$ cat src/rtl/core/ilst_pkg.sv
// ----------------------------------------------------------------------------
// ilst_pkg
// Shared constants, register indexes and helper functions of the
// illuminated line shading texel core.
// ----------------------------------------------------------------------------
package ilst_pkg;

   // raster defaults and coordinate table depth (set by the 8-bit texel fields)
   localparam int TexWidthDefault  = 256;
   localparam int TexHeightDefault = 256;
   localparam int CoordTabDepth    = 256;

   // configuration port
   localparam int CsrIndexWidth = 3;
   localparam int CsrDataWidth  = 16;

   typedef enum logic [CsrIndexWidth-1:0] {
      CSR_USE_AMBIENT  = 3'd0,
      CSR_USE_DIFFUSE  = 3'd1,
      CSR_USE_SPECULAR = 3'd2,
      CSR_SPEC_EXP     = 3'd3,
      CSR_BASE_RED     = 3'd4,
      CSR_BASE_GREEN   = 3'd5,
      CSR_BASE_BLUE    = 3'd6
   } csr_index_type;

   // Q.16 shading constants
   localparam logic [16:0] ONE_Q16     = 17'd65536;
   localparam logic [15:0] AMBIENT_Q16 = 16'd32768;
   localparam logic [14:0] DIFFUSE_K   = 15'd26214;
   localparam logic [15:0] SPECULAR_K  = 16'd52429;

   // 2^(-2^-(k+1)) in Q0.16
   function automatic logic [15:0] exp2_neg(input logic [3:0] k);
      logic [15:0] c;
      case (k)
         4'd0:    c = 16'd46341;
         4'd1:    c = 16'd55109;
         4'd2:    c = 16'd60097;
         4'd3:    c = 16'd62757;
         4'd4:    c = 16'd64132;
         4'd5:    c = 16'd64830;
         4'd6:    c = 16'd65182;
         4'd7:    c = 16'd65359;
         4'd8:    c = 16'd65447;
         4'd9:    c = 16'd65492;
         4'd10:   c = 16'd65514;
         4'd11:   c = 16'd65525;
         4'd12:   c = 16'd65530;
         4'd13:   c = 16'd65533;
         default: c = 16'd65535;
      endcase
      return c;
   endfunction

   // floor(sqrt(d)) for d < 2^31, bitwise root; used to build constant tables
   function automatic logic [15:0] root16(input logic [31:0] d);
      logic [31:0] rem;
      logic [31:0] res;
      logic [31:0] bit_w;
      rem   = d;
      res   = 32'd0;
      bit_w = 32'h4000_0000;
      for (int k = 0; k < 16; k++) begin
         if (rem >= res + bit_w) begin
            rem = rem - (res + bit_w);
            res = (res >> 1) + bit_w;
         end else begin
            res = res >> 1;
         end
         bit_w = bit_w >> 2;
      end
      return res[15:0];
   endfunction

endpackage

$ cat src/rtl/core/ilst_shade.sv
// ----------------------------------------------------------------------------
// ilst_shade
// Ambient, diffuse and specular sum per channel and byte conversion;
// 3 stages, the last being the result word register.
// ----------------------------------------------------------------------------
module ilst_shade
   import ilst_pkg::*;
(
   input  logic        clock,
   input  logic        reset,
   input  logic        pipe_en,
   input  logic        in_valid,
   input  logic [16:0] power,
   input  logic [15:0] ln2,
   input  logic        use_ambient,
   input  logic        use_diffuse,
   input  logic        use_specular,
   input  logic [7:0]  base_red,
   input  logic [7:0]  base_green,
   input  logic [7:0]  base_blue,
   output logic        out_valid,
   output logic [7:0]  red,
   output logic [7:0]  green,
   output logic [7:0]  blue
);

   logic        va_ff, vb_ff, vc_ff;
   logic [16:0] cma_ff, cmb_ff;
   logic [22:0] kb_ff [3];
   logic [15:0] l2_ff;
   logic [15:0] d_ff  [3];
   logic [7:0]  by_ff [3];
   logic [32:0] spec_prod;
   logic [7:0]  base [3];

   assign spec_prod = SPECULAR_K * power;
   assign base[0]   = base_red;
   assign base[1]   = base_green;
   assign base[2]   = base_blue;

   // valid bits
   always_ff @(posedge clock) begin
      if (reset) begin
         va_ff <= 1'b0;
         vb_ff <= 1'b0;
         vc_ff <= 1'b0;
      end else if (pipe_en) begin
         va_ff <= in_valid;
         vb_ff <= va_ff;
         vc_ff <= vb_ff;
      end
   end

   // common term and scaled base colors
   always_ff @(posedge clock) begin
      if (pipe_en) begin
         cma_ff <= (use_ambient ? 17'(AMBIENT_Q16) : 17'd0)
                 + (use_specular ? 17'(spec_prod[32:16]) : 17'd0);
         for (int c = 0; c < 3; c++) kb_ff[c] <= DIFFUSE_K * base[c];
         l2_ff  <= ln2;
      end
   end

   // diffuse term and byte per channel
   for (genvar c = 0; c < 3; c++) begin : g_ch
      logic [38:0] dprod;
      logic [17:0] s;
      logic [25:0] s255;
      assign dprod = kb_ff[c] * l2_ff;
      assign s     = 18'(cmb_ff) + 18'(d_ff[c]);
      assign s255  = (26'(s) << 8) - 26'(s);
      always_ff @(posedge clock) begin
         if (pipe_en) begin
            d_ff[c]  <= use_diffuse ? dprod[38:23] : 16'd0;
            by_ff[c] <= (s >= 18'(ONE_Q16)) ? 8'hff : s255[23:16];
         end
      end
   end

   always_ff @(posedge clock) begin
      if (pipe_en) cmb_ff <= cma_ff;
   end

   assign out_valid = vc_ff;
   assign red       = by_ff[0];
   assign green     = by_ff[1];
   assign blue      = by_ff[2];

endmodule

$ cat config.mk
export PLATFORM = sky130hd
export DESIGN_NAME = ilst_shade
export DESIGN_NICKNAME = d
export VERILOG_FILES = /design/src/rtl/core/ilst_pkg.sv /design/src/rtl/core/ilst_shade.sv
export SDC_FILE = /design/constraint.sdc
export NUM_CORES = 2
export LEC_CHECK = 0
export ABC_AREA = 0
export BUFFER_PORTS_ARGS = -buffer_cell sky130_fd_sc_hd__buf_2
export CORE_MARGIN = 2
export CORE_UTILIZATION = 55
export CTS_CLUSTER_SIZE = 30
export DETAILED_ROUTE_END_ITERATION = 6
export PLACE_DENSITY_LB_ADDON = 0.05
export RECOVER_POWER = 50
export SETUP_SLACK_MARGIN = 0.1
export SLEW_MARGIN = 20
export SYNTH_ARGS = -nofsm -noshare
export SYNTH_HDL_FRONTEND = slang
export SYNTH_SLANG_ARGS = --single-unit
export TNS_END_PERCENT = 50
$ cat constraint.sdc
create_clock -name clock -period 11.9 [get_ports clock]
set_input_delay 2.38 -clock clock [delete_from_list [all_inputs] [get_ports clock]]
set_output_delay 2.38 -clock clock [all_outputs]
set_load 0.1 [all_outputs]
==> results by group <==
Worst setup path
  • Critical path cell sequence: clkbuf_1, clkbuf_1, clkbuf_2
  • Number of cells on the worst reg-to-reg path: 23
  • Reg-to-Reg Start: l2_ff[1]$_DFFE_PP_
  • Worst Path Max Fanout: 80
  • Worst path arrival time: 9.11 ns
  • R2r setup slk: 3.97 ns
  • Cell mode on critical path: clkbuf_1
  • Critical path endpoint category: register
  • Worst EP required: 12.00 ns
  • Max incr delay on CP: 2.80 ns
  • Startpoint Class: input port
  • Reg2reg end: d_ff[0][29]$_SDFFCE_PN0P_
  • Crit path kind: in -> reg
  • Critical-path cell with the highest stage delay: clkbuf_1

Yosys
  • Top cells by area, synth: fa_1 (38%), ha_1 (16%), edfxtp_1 (11%)
  • Synth Area in Adders: 0.5422
  • Count of flip-flops with a built-in enable after synthesis: 188
  • Largest family of logic cells by synthesized area: adder cells
  • Synth area leader: fa_1
  • Yosys warns: 0
  • Seq cells post-synth: 191
  • Compound-Gate Fraction of Synth Area: 0.06410
  • Distinct cell type count after synthesis: 71
  • Count leader, synth: inv_1
  • Commonest cells post-synth: inv_1 (1,263), fa_1 (958), nand2_1 (706)
  • Net Count, Synth: 7,071
  • Simple-gate share of the synthesized area: 0.1465
  • Cell area after synthesis: 50,300 um2
  • Syn Area/Cell: 9.312 um2
  • Multiplexer area fraction after synthesis: 0.001443
  • Gate Count Post-Synth: 5,402
  • Post-Synth XOR/XNOR Area: 0.02368
  • Seq/Total Area, Yosys: 0.1134
  • Post-synth top area share: 0.3813
  • Synth async-reset ratio: 0
  • Main flop type after synthesis: edfxtp_1

Timing
  • Worst-margin pin slew: 3.819 ns
  • Final setup viols: 0
  • Fmax: 0.1110 GHz
  • Setup Total Neg Slack: 0 ns
  • Final worst path period need: 9.008 ns
  • Final Max Tran Viols: 196
  • Final Cycle Share: 0.7569
  • Worst Skew: 0.02719 ns
  • Slew headroom: -1.546
  • Unrepaired setup endpoints after global routing: no
  • Final hold violation count: 0

Global route
  • Largest net degree at the start of global routing: 81
  • Initial antenna violation count: 1
  • Vias in the first global route: 37,280
  • GR Util All Layers: 0.2710
  • GR Overflow Total: 0
  • First-pass GRT wire length: 197.8 mm

Clocking
  • Hold buffer count at cts: 0
  • CTS tree: yes
  • CTS H-Tree Depth: 4
  • Post-CTS setup buffers: 0
  • Root Buffer: clkbuf_16
  • Clock sinks: 191
  • CTS Buffer Depth: 2
  • Cts bufs inserted: 17
  • Post-cts sizing count: 0
  • Clock transition at path regs: 0.08 ns
  • Clock Latency Late Sink: 0.54 ns

Detailed routing
  • Drt pass-1 iters: 5
  • Routed len/inst: 18.61 um
  • Detail Route Antenna Nets: 0
  • Starting DRT DRC Count: 1,878
  • Residual DRC: 0
  • Via count: 35,550
  • Final wirelength: 121.8 mm
  • Vias/cell: 5.432

Finish
  • Nets: 7,024
  • Layout cells sized above 1: 0.02776
  • Area Overhead vs Synth: 4.029%
  • Layout fillers: 8,256

Floorplan
  • Die area: 93,900 um2
  • Row cnt: 110
  • Core ar.: 90,290 um2
  • Io pins: 89
  • Die X: 306.4 um
  • Die Ht: 306.4 um
  • Initial core utilization: 0.5572

Hold path
  • Hold WC Path Type: reg -> reg
  • Critical hold path startpoint: cma_ff[2]$_SDFFCE_PN0P_
  • Hold Crit Endpoint: cmb_ff[2]$_DFFE_PP_
  • Hold path depth: 0

Place
  • Final GP Congestion: 0.8903
  • Port buffer count: 88
  • Hpwl dp: 92.74 mm

Outcome
  • Outcome: finished, violations left
  • Failing checks: max-capacitance violations, max-slew violations

Flow run
  • Max_cap viols: 3
==> worst max-delay path by stage <==
stage               startpoint                     to  slack (ns)  depth (start not counted)
finish                 pipe_en  kb_ff[0][2]$_DFFE_PP_        2.89                          3
global route           pipe_en  kb_ff[0][2]$_DFFE_PP_        2.18                          3
CTS                   power[5]   cma_ff[16]$_DFFE_PP_        3.99                         23
detailed placement    power[5]   cma_ff[16]$_DFFE_PP_        3.39                         23
global placement      power[5]   cma_ff[16]$_DFFE_PP_        3.49                         23
floorplan             power[5]   cma_ff[16]$_DFFE_PP_        4.12                         22
==> layout by cell type, fill, tap and decap left out, types with 27 or more instances in the layout <==
master    Yosys  layout
nor2_1      140     140
clkbuf_1    193      40
nand3_1      40      40
and2_1      449     449
xor2_1       47      47
o21a_1       27      27
nand2_1     706     706
buf_4         0      37
fa_1        958     958
inv_1      1263    1263
xnor2_1      89      89
o21ai_0      89      89
edfxtp_1    188     188
ha_1        647     647
a21o_1       54      54
a21oi_1     125     125
nor3_1       57      57
buf_2         0      49
==> area by class of cell <==
| type | instances | area (um2) | area share |
|---|---|---|---|
| inverters | 1263 | 4741 | 0.09059 |
| diodes | 1 | 2.502 | 0.00004782 |
| clock inverters | 15 | 173.9 | 0.003323 |
| clock buffers | 17 | 425.4 | 0.008129 |
| multi-input cells | 3755 | 39130 | 0.7478 |
| flip-flops and latches | 191 | 5705 | 0.1090 |
| repair buffers | 127 | 678.2 | 0.01296 |
| well taps | 1176 | 1471 | 0.02812 |
==> sequential cells by signal (all words and copies together), names as in the netlist, 16 cells and up <==
name,cells
cma_ff,17
cmb_ff,17
d_ff,48
l2_ff,16
by_ff,24
kb_ff,66
==> per-stage QoR <==
step | utilization | cell area, um2 | hold slack (ns) | std cells | setup WS (ns)
after floorplan | - | 50300 | 0.4003 | 5402 | 4.123
after global placement | 0.5736 | 51790 | 0.4030 | 6512 | 3.486
after detailed placement | 0.5736 | 51790 | 0.4045 | 6512 | 3.389
after CTS | 0.5803 | 52390 | 0.4062 | 6544 | 3.988
after global routing | 0.5796 | 52330 | 0.4135 | 6544 | 2.176
final | 0.5796 | 52330 | 0.4045 | 6545 | 2.892
==> kinds of logic after synthesis <==
family,count (synthesis)
buffers and inverters,1456
xor gates and xnor gates,136
DFF,191
AOI/OAI and AO/OA,481
muxes,7
adders and majority gates,1605
and+or+nand+nor,1526
==> worst max-delay path, delay by kind of cell <==
family	cells	cell delay, ns
buf+inv	3	6.65
==> metal layers <==
| metal | vias up | part of all wire | track usage |
|---|---|---|---|
| li1 | 16530 | - | - |
| met1 | 18020 | 0.44 | 0.3620 |
| met2 | 833 | 0.49 | 0.4674 |
| met3 | 169 | 0.050 | 0.03608 |
| met4 | 0 | 0.023 | 0.06840 |
| met5 | - | 0 | 0 |
Power is not shown: default switching activity piles up to over one toggle a cycle in this logic, so the estimate is an artifact.
