[src/rtl/core/ilst_pkg.sv]
// ----------------------------------------------------------------------------
// ilst_pkg
// Shared constants, register indexes and helper functions of the
// illuminated line shading texel core.
// ----------------------------------------------------------------------------
package ilst_pkg;

   // raster defaults and coordinate table depth (set by the 8-bit texel fields)
   localparam int TexWidthDefault  = 256;
   localparam int TexHeightDefault = 256;
   localparam int CoordTabDepth    = 256;

   // configuration port
   localparam int CsrIndexWidth = 3;
   localparam int CsrDataWidth  = 16;

   typedef enum logic [CsrIndexWidth-1:0] {
      CSR_USE_AMBIENT  = 3'd0,
      CSR_USE_DIFFUSE  = 3'd1,
      CSR_USE_SPECULAR = 3'd2,
      CSR_SPEC_EXP     = 3'd3,
      CSR_BASE_RED     = 3'd4,
      CSR_BASE_GREEN   = 3'd5,
      CSR_BASE_BLUE    = 3'd6
   } csr_index_type;

   // Q.16 shading constants
   localparam logic [16:0] ONE_Q16     = 17'd65536;
   localparam logic [15:0] AMBIENT_Q16 = 16'd32768;
   localparam logic [14:0] DIFFUSE_K   = 15'd26214;
   localparam logic [15:0] SPECULAR_K  = 16'd52429;

   // 2^(-2^-(k+1)) in Q0.16
   function automatic logic [15:0] exp2_neg(input logic [3:0] k);
      logic [15:0] c;
      case (k)
         4'd0:    c = 16'd46341;
         4'd1:    c = 16'd55109;
         4'd2:    c = 16'd60097;
         4'd3:    c = 16'd62757;
         4'd4:    c = 16'd64132;
         4'd5:    c = 16'd64830;
         4'd6:    c = 16'd65182;
         4'd7:    c = 16'd65359;
         4'd8:    c = 16'd65447;
         4'd9:    c = 16'd65492;
         4'd10:   c = 16'd65514;
         4'd11:   c = 16'd65525;
         4'd12:   c = 16'd65530;
         4'd13:   c = 16'd65533;
         default: c = 16'd65535;
      endcase
      return c;
   endfunction

   // floor(sqrt(d)) for d < 2^31, bitwise root; used to build constant tables
   function automatic logic [15:0] root16(input logic [31:0] d);
      logic [31:0] rem;
      logic [31:0] res;
      logic [31:0] bit_w;
      rem   = d;
      res   = 32'd0;
      bit_w = 32'h4000_0000;
      for (int k = 0; k < 16; k++) begin
         if (rem >= res + bit_w) begin
            rem = rem - (res + bit_w);
            res = (res >> 1) + bit_w;
         end else begin
            res = res >> 1;
         end
         bit_w = bit_w >> 2;
      end
      return res[15:0];
   endfunction

endpackage

[src/rtl/core/ilst_front.sv]
// ----------------------------------------------------------------------------
// ilst_front
// Coordinate to dot product / normal lookup and reflection term, 3 stages.
// ----------------------------------------------------------------------------
module ilst_front
   import ilst_pkg::*;
#(
   parameter int TEX_WIDTH  = TexWidthDefault,
   parameter int TEX_HEIGHT = TexHeightDefault
) (
   input  logic        clock,
   input  logic        reset,
   input  logic        pipe_en,
   input  logic        in_valid,
   input  logic [7:0]  texel_x,
   input  logic [7:0]  texel_y,
   output logic        out_valid,
   output logic [14:0] refl,
   output logic [15:0] ln2
);

   logic signed [15:0] vt_tab [CoordTabDepth];
   logic        [15:0] vn_tab [CoordTabDepth];
   logic signed [15:0] lt_tab [CoordTabDepth];
   logic        [15:0] ln_tab [CoordTabDepth];
   logic        [15:0] l2_tab [CoordTabDepth];

   // constant tables, built at elaboration from the raster size
   for (genvar i = 0; i < CoordTabDepth; i++) begin : g_tab
      localparam int     XS   = TEX_WIDTH - 1;
      localparam int     XI   = (i > XS) ? XS : i;
      localparam bit     XNEG = (2 * XI) < XS;
      localparam longint XMAG = XNEG ? XS - 2 * XI : 2 * XI - XS;
      localparam longint XQ0  = (XMAG * 32768 + XS / 2) / XS;
      localparam int     XQ   = (XQ0 > 32767) ? 32767 : int'(XQ0);
      localparam int     YS   = TEX_HEIGHT - 1;
      localparam int     YI   = (i > YS) ? YS : i;
      localparam bit     YNEG = (2 * YI) < YS;
      localparam longint YMAG = YNEG ? YS - 2 * YI : 2 * YI - YS;
      localparam longint YQ0  = (YMAG * 32768 + YS / 2) / YS;
      localparam int     YQ   = (YQ0 > 32767) ? 32767 : int'(YQ0);
      localparam logic [15:0] YN = root16(32'((1 << 30) - YQ * YQ));
      localparam int     YL2  = (int'(YN) * int'(YN)) >> 15;

      assign vt_tab[i] = XNEG ? -16'(XQ) : 16'(XQ);
      assign vn_tab[i] = root16(32'((1 << 30) - XQ * XQ));
      assign lt_tab[i] = YNEG ? -16'(YQ) : 16'(YQ);
      assign ln_tab[i] = YN;
      assign l2_tab[i] = 16'(YL2);
   end

   logic               v1_ff, v2_ff, v3_ff;
   logic signed [15:0] vt_ff, lt_ff;
   logic        [15:0] vn_ff, ln_ff;
   logic        [15:0] l2a_ff, l2b_ff, l2c_ff;
   logic        [31:0] pn_ff;
   logic signed [31:0] pt_ff;
   logic        [14:0] refl_ff;
   logic        [14:0] refl_in;
   logic signed [32:0] diff;
   logic        [17:0] diff_sh;

   // reflection: clamp negative, drop 15 bits, saturate
   always_comb begin
      diff    = $signed({1'b0, pn_ff}) - 33'(pt_ff);
      diff_sh = diff[32:15];
      if (diff < 0) begin
         refl_in = 15'd0;
      end else if (diff_sh > 18'd32767) begin
         refl_in = 15'h7fff;
      end else begin
         refl_in = diff_sh[14:0];
      end
   end

   // valid bits
   always_ff @(posedge clock) begin
      if (reset) begin
         v1_ff <= 1'b0;
         v2_ff <= 1'b0;
         v3_ff <= 1'b0;
      end else if (pipe_en) begin
         v1_ff <= in_valid;
         v2_ff <= v1_ff;
         v3_ff <= v2_ff;
      end
   end

   // data stages: lookup, products, reflection
   always_ff @(posedge clock) begin
      if (pipe_en) begin
         vt_ff   <= vt_tab[texel_x];
         vn_ff   <= vn_tab[texel_x];
         lt_ff   <= lt_tab[texel_y];
         ln_ff   <= ln_tab[texel_y];
         l2a_ff  <= l2_tab[texel_y];
         pn_ff   <= ln_ff * vn_ff;
         pt_ff   <= lt_ff * vt_ff;
         l2b_ff  <= l2a_ff;
         refl_ff <= refl_in;
         l2c_ff  <= l2b_ff;
      end
   end

   assign out_valid = v3_ff;
   assign refl      = refl_ff;
   assign ln2       = l2c_ff;

endmodule

[config.mk]
export PLATFORM = sky130hd
export DESIGN_NAME = ilst_front
export DESIGN_NICKNAME = d
export VERILOG_FILES = /design/src/rtl/core/ilst_pkg.sv /design/src/rtl/core/ilst_front.sv
export SDC_FILE = /design/constraint.sdc
export NUM_CORES = 2
export LEC_CHECK = 0
export ABC_AREA = 1
export BUFFER_PORTS_ARGS = -buffer_cell sky130_fd_sc_hd__buf_4
export CAP_MARGIN = 20
export CORE_UTILIZATION = 50
export DETAILED_ROUTE_END_ITERATION = 7
export HOLD_SLACK_MARGIN = 0.06
export PLACE_DENSITY = 0.77
export SETUP_SLACK_MARGIN = 0.15
export SLEW_MARGIN = 15
export SYNTH_ARGS = -nofsm -noshare
export SYNTH_HDL_FRONTEND = slang
export SYNTH_SLANG_ARGS = --single-unit
[constraint.sdc]
create_clock -name clock -period 5.2 [get_ports clock]
set_input_delay 1.3 -clock clock [delete_from_list [all_inputs] [get_ports clock]]
set_output_delay 1.3 -clock clock [all_outputs]
set_load 0.1 [all_outputs]
==> flow_summary.yaml <==
logic_synthesis:
  synth.top_cell.area_share: 0.237
  yosysUniqueCellTypes: 58
  yosysTopAreaCell: "fa_1"
  synthTopCellsByArea: "fa_1 (24%), edfxtp_1 (15%), nand2_1 (13%), inv_1 (11%), ha_1 (9.2%)"
  yosys-top-cells-count: "nand2_1 (1,269), inv_1 (1,097), fa_1 (430), nor2_1 (316), o21ai_0 (289)"
  ys_seq_elements: 189
  async_flop_share: 0
  synthMostInstantiatedCell: "nand2_1"
  synth_warnings: 0
  synthesis.area_mm2: 0.0363
  synth_edf_count: 186
  ys.flop_type: "edfxtp_1"
  ys_seq_area_frac: 0.156
  syn_avg_cell_area_um2: 7.11
  synth_fp_nets: 5823
  synthCells: 5106
timing:
  max_freq_mhz: 169
  min_period_ns: 5.93
  setup_viol: 41
  finalCritPeriodShare: 1.14
  finalHoldViolations: 0
  finalSetupTns_ns: -19.09
  worstMarginPinSlew_ns: 0.998
  maxSlewViolCount: 0
  skew_ns: 0.0275
  rsz0062_at_grt: "yes"
  layout_setup_ws_ns: -0.725
  relSlewSlack: 0.331
detailed_routing:
  via_per_inst: 6.39
  wl_per_cell_um: 28.7
  drtIter0Drc: 6381
  drc: 51
  drt-total-wl_mm: 187
  route.vias.total: 41700
  dr.pass1.iters: 8
  ant_nets: 0
cts:
  clk_latency_ns: 0.54
  cts_buffers: 17
  cts_buffer_depth: 2
  clk_pin_slew_ns: 0.09
  root_buffer: "clkbuf_16"
  cts_htree_levels: 4
  cts_tree: "done"
  clock-sinks: 189
setup_path:
  worstPathArrival_ns: 6.21
  endpoint_kind: "register"
  required_ns: 5.48
  cp-start-kind: "register"
  cp_max_fo: 5
  critical_path_class: "reg -> reg"
hold_path:
  hp-class: "reg -> reg"
final_layout:
  fillCellCount: 5884
  nets: 6262
  syn_to_final_growth_pct: 22.3
  final_layout_size_suffix_gt1_frac: 0.195
place:
  place_congestion: 1.19
  portBuffers: 50
  dp_hpwl_mm: 133
floorplanning:
  die_h_um: 271
  core_area_mm2: 0.0716
  ios: 52
  start_util: 0.507
  die-area_mm2: 0.0737
  die-width_um: 271
  num_rows: 98
global_routing:
  first_global_vias: 40600
  grt_remaining_overflow: 0
  grt_max_degree: 89
  grt_first_pass_wirelength_mm: 256
  grt_antenna_before_repair: 6
  grt_use_total: 0.472
run_status:
  violations: "DRC, setup timing"
  status: "finished with violations"
flow_run:
  cap_violations: 0
through the flow:
| stage | setup WS [ns] | instance area, um^2 | hold slack (ns) | instances | utilization |
|---|---|---|---|---|---|
| 2_1_floorplan | -0.0183 | 37100 | 0.400 | 5106 | - |
| 6_report | -0.725 | 44400 | 0.423 | 6513 | 0.620 |
| 4_1_cts | -0.269 | 43300 | 0.425 | 6467 | 0.605 |
| 3_5_place_dp | -0.433 | 41500 | 0.405 | 6376 | 0.580 |
| 5_1_grt | -0.914 | 44400 | 0.432 | 6508 | 0.619 |
| 3_3_place_gp | -0.316 | 41500 | 0.401 | 6376 | 0.580 |
placed cells by master (no fill, tap or decap), types with 186 or more instances in the layout:
cell type,n
a21oi_1,213
buf_4,561
edfxtp_1,186
fa_1,392
ha_1,227
inv_1,1023
nand2_1,1189
nand3_1,233
nor2_1,291
o21ai_0,265
worst paths after layout:
path                                           from             endpoint  slack, ns  cells past startpoint
worst max-delay path             ln_ff[6]$_DFFE_PP_  pn_ff[30]$_DFFE_PP_      -0.73                     23
worst min-delay path            l2b_ff[7]$_DFFE_PP_     ln2[7]$_DFFE_PP_       0.42                      0
worst max register to register   ln_ff[6]$_DFFE_PP_  pn_ff[30]$_DFFE_PP_      -0.73                     23
worst min register to register  l2b_ff[7]$_DFFE_PP_     ln2[7]$_DFFE_PP_       0.42                      0
critical path, stage by stage, from the launching register on:
cell and delay (ns):
edfxtp_1 0.52, buf_6 0.20, nand2_1 0.10, inv_1 0.09
fa_1 0.61, inv_1 0.08, fa_2 0.53, fa_1 0.45
fa_1 0.57, inv_1 0.06, fa_2 0.53, fa_2 0.45
ha_4 0.27, nand2_2 0.07, nand2_2 0.07, a21oi_2 0.17
nand2_1 0.07, nand2_1 0.08, nand3_2 0.11, a21o_1 0.26
nand2_1 0.14, nand2_1 0.08, nand2_1 0.10, nand2_1 0.06
routing by layer:
metal  part of all wire  global-route usage  vias up
met5            0.00037                   0        -
met4               0.10               0.334       12
met3               0.14               0.164     1264
met2               0.42               0.718     3867
met1               0.34               0.557    19500
li1                   -                   -    17000
sequential cells by signal (all words and copies together), names as in the netlist:
signal     count
l2a_ff        15
l2b_ff        15
ln2           15
ln_ff         15
lt_ff         16
out_valid      1
pn_ff         32
pt_ff         32
refl          15
v1_ff          1
v2_ff          1
vn_ff         15
vt_ff         16
final cells by class:
type	instances	area, um^2	share of cell area
multi-input combinational	3579	27200	0.614
timing repair buffer	647	5460	0.123
sequential	189	5650	0.127
antenna	5	12.5	0.000282
tap	950	1190	0.0268
inverter	1111	4190	0.0944
clock inverter	15	218	0.00491
clock buffer	17	425	0.00959
cells by family (layout without fill, tap and decap cells):
group / count (synthesis) / count (layout) / synth area share
AND/OR/NAND/NOR: 1959 / 1959 / 0.219
buffers and inverters: 1338 / 1790 / 0.142
AO/OA/AOI/OAI: 862 / 862 / 0.140
adder cells (fa/ha/maj): 697 / 697 / 0.329
flip-flops: 189 / 189 / 0.156
XOR/XNOR: 60 / 60 / 0.0145
other: 1 / 6 / 0.000103
repair_timing:
item / 4_1_cts / 5_1_grt
gates resized for setup: 199 / 215
pin swaps: 103 / 133
hold buffers: 0 / 0
gates cloned: 0 / 1
endpoints found under the setup margin: 45 / 45
buffers inserted: 59 / 40
Power is left out: the tool's default activity adds up to more than one toggle a clock period on the data nets, which glitch-free logic cannot reach.
